<file path="src/sv/nmsx_pkg.sv">
// Shared types and constants of the 3x3 non-maximum suppression core.
// Used by the front, queue, back and top-level modules; depends on nothing.
package nmsx_pkg;

	typedef logic [1:0] nmsx_bin_t;

	typedef struct packed {
		logic produce;
		logic cmp_en;
		logic last;
	} nmsx_flags_t;

	localparam nmsx_bin_t BIN_0   = 2'd0;
	localparam nmsx_bin_t BIN_45  = 2'd1;
	localparam nmsx_bin_t BIN_90  = 2'd2;
	localparam nmsx_bin_t BIN_135 = 2'd3;

	localparam logic [1:0] CFG_IMAGE_WIDTH  = 2'd0;
	localparam logic [1:0] CFG_IMAGE_HEIGHT = 2'd1;

	localparam logic [11:0] RESET_WIDTH  = 12'd640;
	localparam logic [11:0] RESET_HEIGHT = 12'd480;
	localparam int          MAX_HEIGHT   = 2048;
	localparam int          ROW_BITS     = 12;
	localparam int          QUEUE_DEPTH  = 2;

	// Angles in Q3.12 radians: pi and the cut points of the four bins.
	localparam logic signed [15:0] PI_Q12  = 16'sd12868;
	localparam logic signed [15:0] CUT_22  = 16'sd1609;
	localparam logic signed [15:0] CUT_67  = 16'sd4826;
	localparam logic signed [15:0] CUT_112 = 16'sd8043;
	localparam logic signed [15:0] CUT_157 = 16'sd11260;

	function automatic nmsx_bin_t angle_bin(input logic signed [14:0] dir);
		logic signed [15:0] a0;
		logic signed [15:0] a1;
		logic signed [15:0] a2;
		logic signed [15:0] a3;
		nmsx_bin_t          b;
		a0 = 16'(dir);
		a1 = (a0 < 16'sd0) ? a0 + PI_Q12 : a0;
		a2 = (a1 < 16'sd0) ? a1 + PI_Q12 : a1;
		a3 = (a2 > PI_Q12) ? a2 - PI_Q12 : a2;
		if (a3 < CUT_22 || a3 >= CUT_157) begin
			b = BIN_0;
		end else if (a3 < CUT_67) begin
			b = BIN_45;
		end else if (a3 < CUT_112) begin
			b = BIN_90;
		end else begin
			b = BIN_135;
		end
		return b;
	endfunction

endpackage

</file>
<file path="src/sv/nmsx_queue.sv">
// Short register queue that parts the front from the back of the core.
// Depends on nmsx_pkg for its depth.
module nmsx_queue #(
	parameter int WIDTH = 32
) (
	input  logic             clk,
	input  logic             arst_n,
	input  logic             push_valid,
	output logic             push_ready,
	input  logic [WIDTH-1:0] push_data,
	output logic             pop_valid,
	input  logic             pop_ready,
	output logic [WIDTH-1:0] pop_data
);
	import nmsx_pkg::*;

	localparam int PW  = (QUEUE_DEPTH > 1) ? $clog2(QUEUE_DEPTH) : 1;
	localparam int CNW = $clog2(QUEUE_DEPTH + 1);

	logic [WIDTH-1:0] entry_q [QUEUE_DEPTH];
	logic [PW-1:0]    wr_ptr_q;
	logic [PW-1:0]    rd_ptr_q;
	logic [CNW-1:0]   count_q;
	logic             push;
	logic             pop;

	assign push_ready = (count_q != CNW'(QUEUE_DEPTH));
	assign pop_valid  = (count_q != '0);
	assign pop_data   = entry_q[rd_ptr_q];
	assign push       = push_valid && push_ready;
	assign pop        = pop_valid && pop_ready;

	always_ff @(posedge clk) begin
		if (push) begin
			entry_q[wr_ptr_q] <= push_data;
		end
	end

	always_ff @(posedge clk or negedge arst_n) begin
		if (!arst_n) begin
			wr_ptr_q <= '0;
			rd_ptr_q <= '0;
			count_q  <= '0;
		end else begin
			if (push) begin
				wr_ptr_q <= (wr_ptr_q == PW'(QUEUE_DEPTH - 1)) ? '0 : wr_ptr_q + PW'(1);
			end
			if (pop) begin
				rd_ptr_q <= (rd_ptr_q == PW'(QUEUE_DEPTH - 1)) ? '0 : rd_ptr_q + PW'(1);
			end
			count_q <= count_q + CNW'(push) - CNW'(pop);
		end
	end

endmodule

</file>
<file path="config.mk">
export PLATFORM = sky130hd
export DESIGN_NAME = nmsx_queue
export DESIGN_NICKNAME = d
export VERILOG_FILES = /design/src/sv/nmsx_pkg.sv /design/src/sv/nmsx_queue.sv
export SDC_FILE = /design/constraint.sdc
export NUM_CORES = 1
export LEC_CHECK = 0
export BUFFER_PORTS_ARGS = -buffer_cell sky130_fd_sc_hd__buf_2
export CAP_MARGIN = 20
export CORE_MARGIN = 4
export CORE_UTILIZATION = 55
export CTS_CLUSTER_SIZE = 20
export DETAILED_ROUTE_END_ITERATION = 8
export PLACE_DENSITY = 0.89
export SETUP_SLACK_MARGIN = 0.02
export SLEW_MARGIN = 15
export SYNTH_ARGS = -nofsm -noshare
export SYNTH_HDL_FRONTEND = slang
export SYNTH_SLANG_ARGS = --single-unit
</file>
<file path="constraint.sdc">
create_clock -name clk -period 4.75 [get_ports clk]
set_input_delay 0.475 -clock clk [delete_from_list [all_inputs] [get_ports clk]]
set_output_delay 0.475 -clock clk [all_outputs]
set_load 0.05 [all_outputs]
</file>
==> impl_metrics.py <==
metrics = {
    "drt": {
        "drtIter0Drc": 83,
        "routed_wl_um": 4070,
        "first_pass_iters": 4,
        "drc": 0,
        "ant_nets": 0,
        "routedWlPerCell_um": 15.8,
        "viasPerCell": 5.09,
        "via_count": 1314,
    },
    "run_status": {
        "status": "complete, no violations",
    },
    "synth": {
        "muxShareOfSynthArea": 0.142,
        "ys_types": 18,
        "synth_top_area_frac": 0.757,
        "ys_seq_area_frac": 0.796,
        "synth.area.top_cells": "edfxtp_1, mux2_2, dfrtp_1, buf_6, xnor2_1",
        "yosysWarningCount": 0,
        "synth_fp_nets": 159,
        "async_reset_ff_frac": 0.0588,
        "netlist_area_um2": 2540,
        "synth_adder_area_share": 0.00493,
        "netlist_top_cells_count": "edfxtp_1, mux2_2, dfrtp_1",
        "synth_xor_area_frac": 0.0103,
        "avgSynthCellArea_um2": 20.8,
        "synth-seq-cells": 68,
        "synth_top_family_by_area": "multiplexers",
        "synth.most_common_cell": "edfxtp_1",
        "synth_edf_count": 64,
        "syn_inst": 122,
        "ys.flop_type": "edfxtp_1",
        "synth_compound_area_frac": 0.0123,
        "synthSimpleGateAreaFrac": 0.0192,
        "synth_top_cell_by_area": "edfxtp_1",
    },
    "timing": {
        "finalSetupViolCount": 0,
        "hold_viol": 0,
        "fin_crit_ns": 2.56,
        "clock.fmax_mhz": 391,
        "fin_skew_ns": 0.00339,
        "tns_ns": 0,
        "tightest_slew_ns": 0.902,
        "slew_violations": 0,
        "grt_setup_unrepaired": "false",
        "slew_headroom": 0.397,
        "fin_crit_sh": 0.539,
    },
    "clocking": {
        "cts.repair.resized": 0,
        "root_buffer": "clkbuf_8",
        "htreeDepth": 3,
        "numCtsBuffers": 9,
        "cts.sinks": 68,
        "clk_pin_slew_worst_paths_ns": 0.07,
        "cts_max_path_buffers": 2,
        "insertion_delay_ns": 0.32,
        "tritoncts": "yes",
        "cts_setup_buffers": 0,
    },
    "power": {
        "power.internal_mw": 1.32,
        "pwr-share-comb": 0.414,
        "swShare": 0.414,
        "p_sw_mw": 0.937,
        "pwr-share-clk": 0.192,
        "power_density_nw_per_um2": 723,
        "p_leak_nw": 1.20,
        "seq_power_share": 0.394,
        "irDropWorstVdd_v": 0.000456,
    },
    "final_layout": {
        "n_antenna_cell": 0,
        "fillCellCount": 283,
        "nets": 238,
        "fin_area_um2": 3130,
        "multiInputGateArea_um2": 487,
        "drive_gt1_frac": 0.573,
        "area_delta_synth_final_pct": 23.1,
        "seqCellArea_um2": 2020,
    },
    "floorplanning": {
        "initial_core_util": 0.575,
        "num_io_pins": 70,
        "core_area_um2": 4410,
        "die_y_um": 76.0,
        "rows": 24,
        "die_area_um2": 5770,
        "fp.dieW_um": 76.0,
    },
    "run": {
        "cap_violations": 0,
    },
    "placement": {
        "gp_congestion": 0.713,
        "postPlaceCellArea_um2": 2930,
        "post-dp-hpwl_um": 2770,
        "numPortBuffers": 69,
    },
    "setup_path": {
        "crit_arrival_ns": 2.09,
        "reg2reg_from": "count_q[0]",
        "r2r_cells": 3,
        "slowest_delay_ns": 0.79,
        "critPathKind": "reg2out",
        "end_kind": "output port",
        "cp_data_required_time_ns": 4.28,
        "crit_end": "pop_data[10]",
        "startpoint": "rd_ptr_q",
        "cp_max_fo": 17,
        "critPathLaunchType": "flip-flop",
        "critPathSlowestCell": "dfrtp_1",
        "r2r_slack_ns": 2.89,
        "worstPathCellList": "buf_4 -> mux2_2 -> buf_2",
        "r2r_end": "entry_q[1][4]",
    },
    "global_route": {
        "grt_pass1_wl_um": 6630,
        "grt_antenna_before_repair": 0,
        "gr-usage-all-layers": 0.150,
        "grt_overflow": 0,
        "grt_max_degree": 33,
        "grt_pass1_vias": 1407,
    },
    "hold_path": {
        "hp-class": "in2reg",
    },
}
[how the worst min path moves through the flow]
stage | cells past startpoint | from | to | slack (ns)
CTS | 1 | push_data[23] | entry_q[0][23] | 0.32
global route | 1 | push_data[2] | entry_q[1][2] | 0.31
global placement | 1 | arst_n | count_q[0] | 0.29
floorplan | 0 | arst_n | count_q[0] | 0.18
finish | 1 | push_data[23] | entry_q[0][23] | 0.33
detailed placement | 1 | arst_n | count_q[0] | 0.29
[sequential cells by signal, indices dropped and copies added (netlist names)]
| name | flops |
|---|---|
| rd_ptr_q | 1 |
| count_q | 2 |
| entry_q | 64 |
| wr_ptr_q | 1 |
[layout make-up]
type | instances | area share
timing repair buffer | 72 | 0.118
tap | 52 | 0.0208
multi-input combinational | 50 | 0.156
clock buffer | 10 | 0.0408
sequential | 68 | 0.647
clock inverter | 6 | 0.0176
[cells by family (layout without fill, tap and decap cells)]
kind of cell	count (synthesis)	after routing
DFF	68	68
muxes	32	32
AOI/OAI and AO/OA	4	4
xor gates and xnor gates	3	3
and+or+nand+nor	10	10
buffers and inverters	4	88
adders and majority gates	1	1
[per-layer routing]
metal  share of wire  track usage
met5               0            0
met4           0.014       0.0854
met3           0.086       0.0533
met2            0.48        0.230
met1            0.42        0.184
[power by group through the flow]
stage          sequential [mW]  combinational, mW  clock, mW
2_1_floorplan            0.866              0.801          0
3_3_place_gp             0.898              0.940          0
3_5_place_dp             0.906              0.945          0
4_1_cts                  0.893              0.948      0.447
5_1_grt                  0.905              0.988      0.483
6_report                 0.891              0.936      0.434
[per-stage QoR]
step | setup slack (ns) | util | hold slack [ns] | instances | total power [mW]
finish | 2.19 | 0.708 | 0.333 | 258 | 2.26
global route | 2.09 | 0.708 | 0.306 | 258 | 2.38
CTS | 2.16 | 0.708 | 0.316 | 258 | 2.29
detailed placement | 2.53 | 0.665 | 0.294 | 241 | 1.85
global placement | 2.55 | 0.665 | 0.288 | 241 | 1.84
floorplan | 1.91 | - | 0.179 | 122 | 1.67
[critical path, delay by kind of cell, from the launching register on]
kind                   cells  cell delay, ns
DFF                        1            0.79
buffers and inverters      2            0.58
muxes                      1            0.38
[cells in the final DEF, fill, tap and decap left out, types with 2 or more instances in the layout]
| master | Yosys | final |
|---|---|---|
| mux2_2 | 32 | 32 |
| buf_4 | 0 | 2 |
| edfxtp_1 | 64 | 64 |
| xnor2_1 | 3 | 3 |
| nor2_1 | 3 | 2 |
| clkinv_2 | 0 | 2 |
| clkinv_1 | 0 | 2 |
| dfrtp_1 | 4 | 4 |
| clkbuf_8 | 0 | 9 |
| nand2_1 | 2 | 2 |
| buf_2 | 1 | 69 |
[repair_timing]
action                     4_1_cts  5_1_grt
setup endpoints to repair        0        0
hold endpoints to repair         4        0
hold buffers                     1        0
No activity file was read; power rests on OpenSTA's default activity.
