===== src/sv/nmsx_pkg.sv =====
// Shared types and constants of the 3x3 non-maximum suppression core.
// Used by the front, queue, back and top-level modules; depends on nothing.
package nmsx_pkg;

	typedef logic [1:0] nmsx_bin_t;

	typedef struct packed {
		logic produce;
		logic cmp_en;
		logic last;
	} nmsx_flags_t;

	localparam nmsx_bin_t BIN_0   = 2'd0;
	localparam nmsx_bin_t BIN_45  = 2'd1;
	localparam nmsx_bin_t BIN_90  = 2'd2;
	localparam nmsx_bin_t BIN_135 = 2'd3;

	localparam logic [1:0] CFG_IMAGE_WIDTH  = 2'd0;
	localparam logic [1:0] CFG_IMAGE_HEIGHT = 2'd1;

	localparam logic [11:0] RESET_WIDTH  = 12'd640;
	localparam logic [11:0] RESET_HEIGHT = 12'd480;
	localparam int          MAX_HEIGHT   = 2048;
	localparam int          ROW_BITS     = 12;
	localparam int          QUEUE_DEPTH  = 2;

	// Angles in Q3.12 radians: pi and the cut points of the four bins.
	localparam logic signed [15:0] PI_Q12  = 16'sd12868;
	localparam logic signed [15:0] CUT_22  = 16'sd1609;
	localparam logic signed [15:0] CUT_67  = 16'sd4826;
	localparam logic signed [15:0] CUT_112 = 16'sd8043;
	localparam logic signed [15:0] CUT_157 = 16'sd11260;

	function automatic nmsx_bin_t angle_bin(input logic signed [14:0] dir);
		logic signed [15:0] a0;
		logic signed [15:0] a1;
		logic signed [15:0] a2;
		logic signed [15:0] a3;
		nmsx_bin_t          b;
		a0 = 16'(dir);
		a1 = (a0 < 16'sd0) ? a0 + PI_Q12 : a0;
		a2 = (a1 < 16'sd0) ? a1 + PI_Q12 : a1;
		a3 = (a2 > PI_Q12) ? a2 - PI_Q12 : a2;
		if (a3 < CUT_22 || a3 >= CUT_157) begin
			b = BIN_0;
		end else if (a3 < CUT_67) begin
			b = BIN_45;
		end else if (a3 < CUT_112) begin
			b = BIN_90;
		end else begin
			b = BIN_135;
		end
		return b;
	endfunction

endpackage


===== src/sv/nmsx_front.sv =====
// Front part of the suppression core: configuration registers, raster
// counters and per-item classification. Depends on nmsx_pkg.
module nmsx_front #(
	parameter int MAX_WIDTH = 2048,
	parameter int MAG_BITS  = 16
) (
	input  logic                        clk,
	input  logic                        arst_n,
	input  logic                        cfg_valid,
	output logic                        cfg_ready,
	input  logic [1:0]                  cfg_index,
	input  logic [11:0]                 cfg_data,
	input  logic                        in_valid,
	output logic                        in_ready,
	input  logic [15:0]                 magnitude,
	input  logic signed [14:0]          direction,
	input  logic                        flush,
	output logic                        q_valid,
	input  logic                        q_ready,
	output logic [$clog2(MAX_WIDTH)-1:0] q_col,
	output logic [((MAG_BITS < 16) ? MAG_BITS : 16)-1:0] q_mag,
	output nmsx_pkg::nmsx_bin_t         q_bin,
	output nmsx_pkg::nmsx_flags_t       q_flags
);
	import nmsx_pkg::*;

	localparam int CW = $clog2(MAX_WIDTH);
	localparam int MW = (MAG_BITS < 16) ? MAG_BITS : 16;
	localparam int LW = (CW + 1 > 14) ? CW + 1 : 14;

	logic [11:0]         width_q;
	logic [11:0]         height_q;
	logic [CW-1:0]       col_q;
	logic [ROW_BITS-1:0] row_q;

	logic [LW-1:0] w_val;
	logic [LW-1:0] h_val;
	logic [LW-1:0] wq_ext;
	logic [LW-1:0] hq_ext;
	logic [LW-1:0] col_ext;
	logic [LW-1:0] col_eff;
	logic [LW-1:0] row_ext;
	logic          in_frame;
	logic          accept;

	assign cfg_ready = 1'b1;
	assign in_ready  = q_ready;
	assign q_valid   = in_valid;
	assign accept    = in_valid && q_ready;

	always_comb begin
		wq_ext  = LW'(width_q);
		hq_ext  = LW'(height_q);
		w_val   = (wq_ext < LW'(3)) ? LW'(3) :
		          ((wq_ext > LW'(MAX_WIDTH)) ? LW'(MAX_WIDTH) : wq_ext);
		h_val   = (hq_ext < LW'(3)) ? LW'(3) :
		          ((hq_ext > LW'(MAX_HEIGHT)) ? LW'(MAX_HEIGHT) : hq_ext);
		col_ext = LW'(col_q);
		col_eff = (col_ext >= LW'(MAX_WIDTH)) ? '0 : col_ext;
		row_ext = LW'(row_q);

		in_frame = !flush && (row_ext < h_val);
		q_col    = CW'(col_eff);
		q_mag    = in_frame ? magnitude[MW-1:0] : '0;
		q_bin    = angle_bin(in_frame ? direction : 15'sd0);

		// Position of the centre pixel that this item completes.
		if (col_eff >= LW'(1)) begin
			q_flags.produce = (row_ext >= LW'(1)) && (row_ext <= h_val);
			q_flags.last    = (row_ext == h_val) && (col_eff == w_val);
		end else begin
			q_flags.produce = (row_ext >= LW'(2)) && (row_ext <= h_val + LW'(1));
			q_flags.last    = (row_ext == h_val + LW'(1));
		end
		q_flags.cmp_en = (col_eff >= LW'(2)) && (col_eff < w_val) &&
		                 (row_ext >= LW'(2)) && (row_ext < h_val);
	end

	always_ff @(posedge clk or negedge arst_n) begin
		if (!arst_n) begin
			width_q  <= RESET_WIDTH;
			height_q <= RESET_HEIGHT;
		end else if (cfg_valid) begin
			unique case (cfg_index)
				CFG_IMAGE_WIDTH:  width_q  <= cfg_data;
				CFG_IMAGE_HEIGHT: height_q <= cfg_data;
				default: ;
			endcase
		end
	end

	always_ff @(posedge clk or negedge arst_n) begin
		if (!arst_n) begin
			col_q <= '0;
			row_q <= '0;
		end else if (accept) begin
			if (row_ext >= h_val + LW'(1)) begin
				col_q <= '0;
				row_q <= '0;
			end else if (col_eff + LW'(1) >= w_val) begin
				col_q <= '0;
				row_q <= row_q + ROW_BITS'(1);
			end else begin
				col_q <= CW'(col_eff + LW'(1));
			end
		end
	end

endmodule


===== config.mk =====
export PLATFORM = sky130hd
export DESIGN_NAME = nmsx_front
export DESIGN_NICKNAME = d
export VERILOG_FILES = /design/src/sv/nmsx_pkg.sv /design/src/sv/nmsx_front.sv
export SDC_FILE = /design/constraint.sdc
export NUM_CORES = 1
export LEC_CHECK = 0
export BUFFER_PORTS_ARGS = -buffer_cell sky130_fd_sc_hd__buf_2
export CORE_MARGIN = 10
export CORE_UTILIZATION = 54
export DETAILED_ROUTE_END_ITERATION = 10
export PLACE_DENSITY_LB_ADDON = 0.15
export SYNTH_ARGS = -nofsm -noshare
export SYNTH_HDL_FRONTEND = slang
export SYNTH_SLANG_ARGS = --single-unit

===== constraint.sdc =====
create_clock -name clk -period 7.25 [get_ports clk]
set_input_delay 0 -clock clk [delete_from_list [all_inputs] [get_ports clk]]
set_output_delay 0 -clock clk [all_outputs]
set_load 0.02 [all_outputs]

==> flow_metrics.py <==
metrics = {
    "worst_setup_path": {
        "path_common_cell": "a21oi_1",
        "cp_max_fo": 20,
        "crit_end": "q_bin[1]",
        "crit_type": "reg -> out",
        "endpoint_kind": "output pin",
        "r2r_cells": 21,
        "arrival_ns": 6.86,
        "cpPeakStageDelay_ns": 0.57,
        "crit_start": "height_q[3]",
        "worstReg2RegStart": "height_q[3]",
        "crit_slowest_cell": "or3_1",
        "startpoint_type": "flip-flop",
        "rr_endpoint": "row_q[3]",
        "r2r_slack_ns": 2.21,
        "crit_required_ns": 7.25,
    },
    "worst_hold_path": {
        "hp-class": "in -> reg",
        "hold_start": "cfg_index[1]",
    },
    "timing": {
        "relSlewSlack_pct": 29.1,
        "timing.final.ws_setup_ns": 0.391,
        "skew_ns": 0.00904,
        "hold_violations": 0,
        "fin_crit_ns": 6.86,
        "fmaxAchievable_mhz": 146,
        "post-route-period-util_pct": 94.6,
        "tns_ns": 0,
        "hold_slack_ns": 0.165,
        "finalSetupViolCount": 0,
        "drv_slew": 0,
        "worst_pin_slew_ns": 1.06,
    },
    "floorplanning": {
        "die_area_mm2": 0.0152,
        "core_mm2": 0.0104,
        "io_pins": 86,
        "start_util_pct": 55.5,
        "num_rows": 37,
        "die_h_um": 123,
        "dieWidth_um": 123,
    },
    "synth": {
        "async_flop_share_pct": 100,
        "syn_area_mm2": 0.00575,
        "yosysWarnings": 0,
        "synth_nets": 818,
        "yosysUniqueCellTypes": 84,
        "synthCells": 708,
        "synth_area_per_cell_um2": 8.13,
        "seq_area_frac_synth_pct": 20.6,
        "synthFlopType": "dfrtp_1",
        "ys_ff_latch": 47,
        "synth_edf_count": 0,
    },
    "clocking": {
        "clk_pin_slew_ns": 0.10,
        "clock-root-buffer": "clkbuf_8",
        "clk_path_buf_depth": 2,
        "clock-sinks": 47,
        "numCtsBuffers": 5,
        "clk_latency_ns": 0.32,
        "cts_tree": "yes",
        "htreeDepth": 2,
    },
    "pwr": {
        "p_leak_nw": 2.84,
        "powerDensity_mw_per_mm2": 211,
        "ir_worst_vdd_uv": 210,
    },
    "placed_design": {
        "portBuffers": 84,
        "place.gp.congestion": 0.932,
        "dp_slack_ns": 0.448,
        "dpl.hpwl_mm": 13.1,
    },
    "grt": {
        "grt.overflow.total": 0,
        "grt_pass1_vias": 5211,
        "grt_pass1_wl_mm": 26.5,
        "antenna_found_initial": 0,
        "grt_max_degree": 48,
        "grt_usage_pct": 21.0,
    },
    "drt": {
        "drc_errors": 0,
        "wl_per_cell_um": 18.0,
        "wl_mm": 16.6,
        "drtAntennaViolNets": 0,
        "num_vias": 5578,
        "drt_iter0_drc": 357,
        "drt_first_pass_iters": 6,
        "avgViaCountPerCell": 6.06,
    },
    "cells_and_area": {
        "syn_to_final_growth_pct": 12.2,
        "post-route-util_pct": 62.3,
        "final_nets": 893,
        "drive_gt1_share_pct": 21.4,
        "diodes": 0,
    },
    "flow_run": {
        "max_cap_violations": 0,
    },
    "run_status": {
        "status": "completed",
    },
}
==> critical path: cells and delay by family (launching register included) <==
| family | cells | cell delay [ns] |
|---|---|---|
| xor+xnor | 1 | 0.14 |
| compound gates | 11 | 2.48 |
| buf+inv | 4 | 0.48 |
| fa+ha+maj | 3 | 0.94 |
| flops | 1 | 0.47 |
| simple gates | 8 | 2.03 |
==> final cells by class <==
class / instances / area (um2)
Clock buffer: 5 / 68.8
Sequential cell: 47 / 1180
Clock inverter: 3 / 27.5
Inverter: 30 / 113
Tap cell: 136 / 170
Multi-Input combinational cell: 597 / 4310
Timing Repair Buffer: 102 / 588
Fill cell: 928 / 3910
==> cell usage in the layout, fill, tap and decap left out, drive strengths merged, types with 3 or more instances in the layout <==
cell type	count
nor4	9
nor3b	3
o21a	17
nand3	32
nand4	18
dfrtp	41
mux2i	3
and2	23
o31ai	6
nor2	47
dfstp	6
nor2b	10
a31oi	6
o21ai	42
inv	31
o311ai	4
xor2	22
o41ai	4
buf	89
xnor2	31
a211oi	7
or2	4
o211ai	9
and3	8
a21o	8
nand2	73
or3	9
o2111ai	6
a211o	4
nand2b	9
mux2	23
nor3	27
clkbuf	5
a21oi	34
dlygate4sd3	13
ha	59
==> cells in the mapped netlist, drive strengths merged, types with 3 or more instances <==
master,count,share of area (%)
a211o,4,0.61
a211oi,7,1.2
a21o,8,1.0
a21oi,34,3.1
a31oi,6,0.76
and2,23,2.5
and3,8,0.91
buf,18,2.8
clkbuf,16,1.2
dfrtp,41,18
dfstp,6,2.7
ha,59,13
inv,29,1.9
mux2,23,4.5
mux2i,3,0.52
nand2,73,4.8
nand2b,9,0.98
nand3,32,2.8
nand4,18,2.1
nor2,47,3.1
nor2b,10,1.1
nor3,27,2.6
nor3b,3,0.39
nor4,9,0.98
o2111ai,6,0.91
o211ai,9,1.4
o21a,17,2.2
o21ai,42,3.7
o311ai,4,1.0
o31ai,6,0.78
o41ai,4,0.61
or2,4,0.43
or3,9,0.98
xnor2,31,4.7
xor2,22,3.6
==> worst min-delay path by stage <==
| stage | end | slack, ns | cells past startpoint |
|---|---|---|---|
| finish | width_q[11] | 0.17 | 4 |
| CTS | width_q[11] | 0.17 | 4 |
| detailed placement | row_q[2] | 0.25 | 1 |
| floorplan | height_q[0] | -0.30 | 0 |
| global route | width_q[0] | 0.19 | 5 |
| global placement | row_q[2] | 0.23 | 1 |
==> flip-flops by register name, summed over array words and instances (netlist names) <==
register,flops
height_q,12
row_q,12
width_q,12
q_col,11
==> per-layer routing <==
layer	vias up	wire (um)	GRT usage (%)
met5	-	0	0
met4	0	132	3.28
met3	15	856	2.73
met2	159	7570	32.9
met1	2669	8010	30.5
li1	2735	-	-
==> stage by stage <==
step	instances	instance area, um2	total power [W]
after global routing	920	6460	0.00147
after CTS	919	6380	0.00134
after detailed placement	898	6150	0.00116
after global placement	898	6150	0.00113
final	920	6460	0.00136
after floorplan	708	5750	0.000942
==> where the power goes <==
part	internal [W]	switching [W]
Clock	0.0000717	0.000107
Sequential	0.000312	0.0000826
Combinational	0.000328	0.000463
Total	0.000712	0.000653
==> cells by family after synthesis <==
group | after synthesis | synth area share, %
adders and majority gates | 61 | 13.2
buffers and inverters | 64 | 5.98
and+or+nand+nor | 284 | 25.5
xor gates and xnor gates | 53 | 8.33
muxes | 26 | 5.02
DFF | 47 | 20.6
other | 1 | 0.0652
AOI/OAI and AO/OA | 172 | 21.3
==> timing repair <==
action,4_1_cts,5_1_grt
setup endpoints to repair,0,2
buffers inserted,0,1
resized for setup,0,14
hold endpoints to repair,65,0
hold buffers,13,0
(Power assumes the default switching activity.)
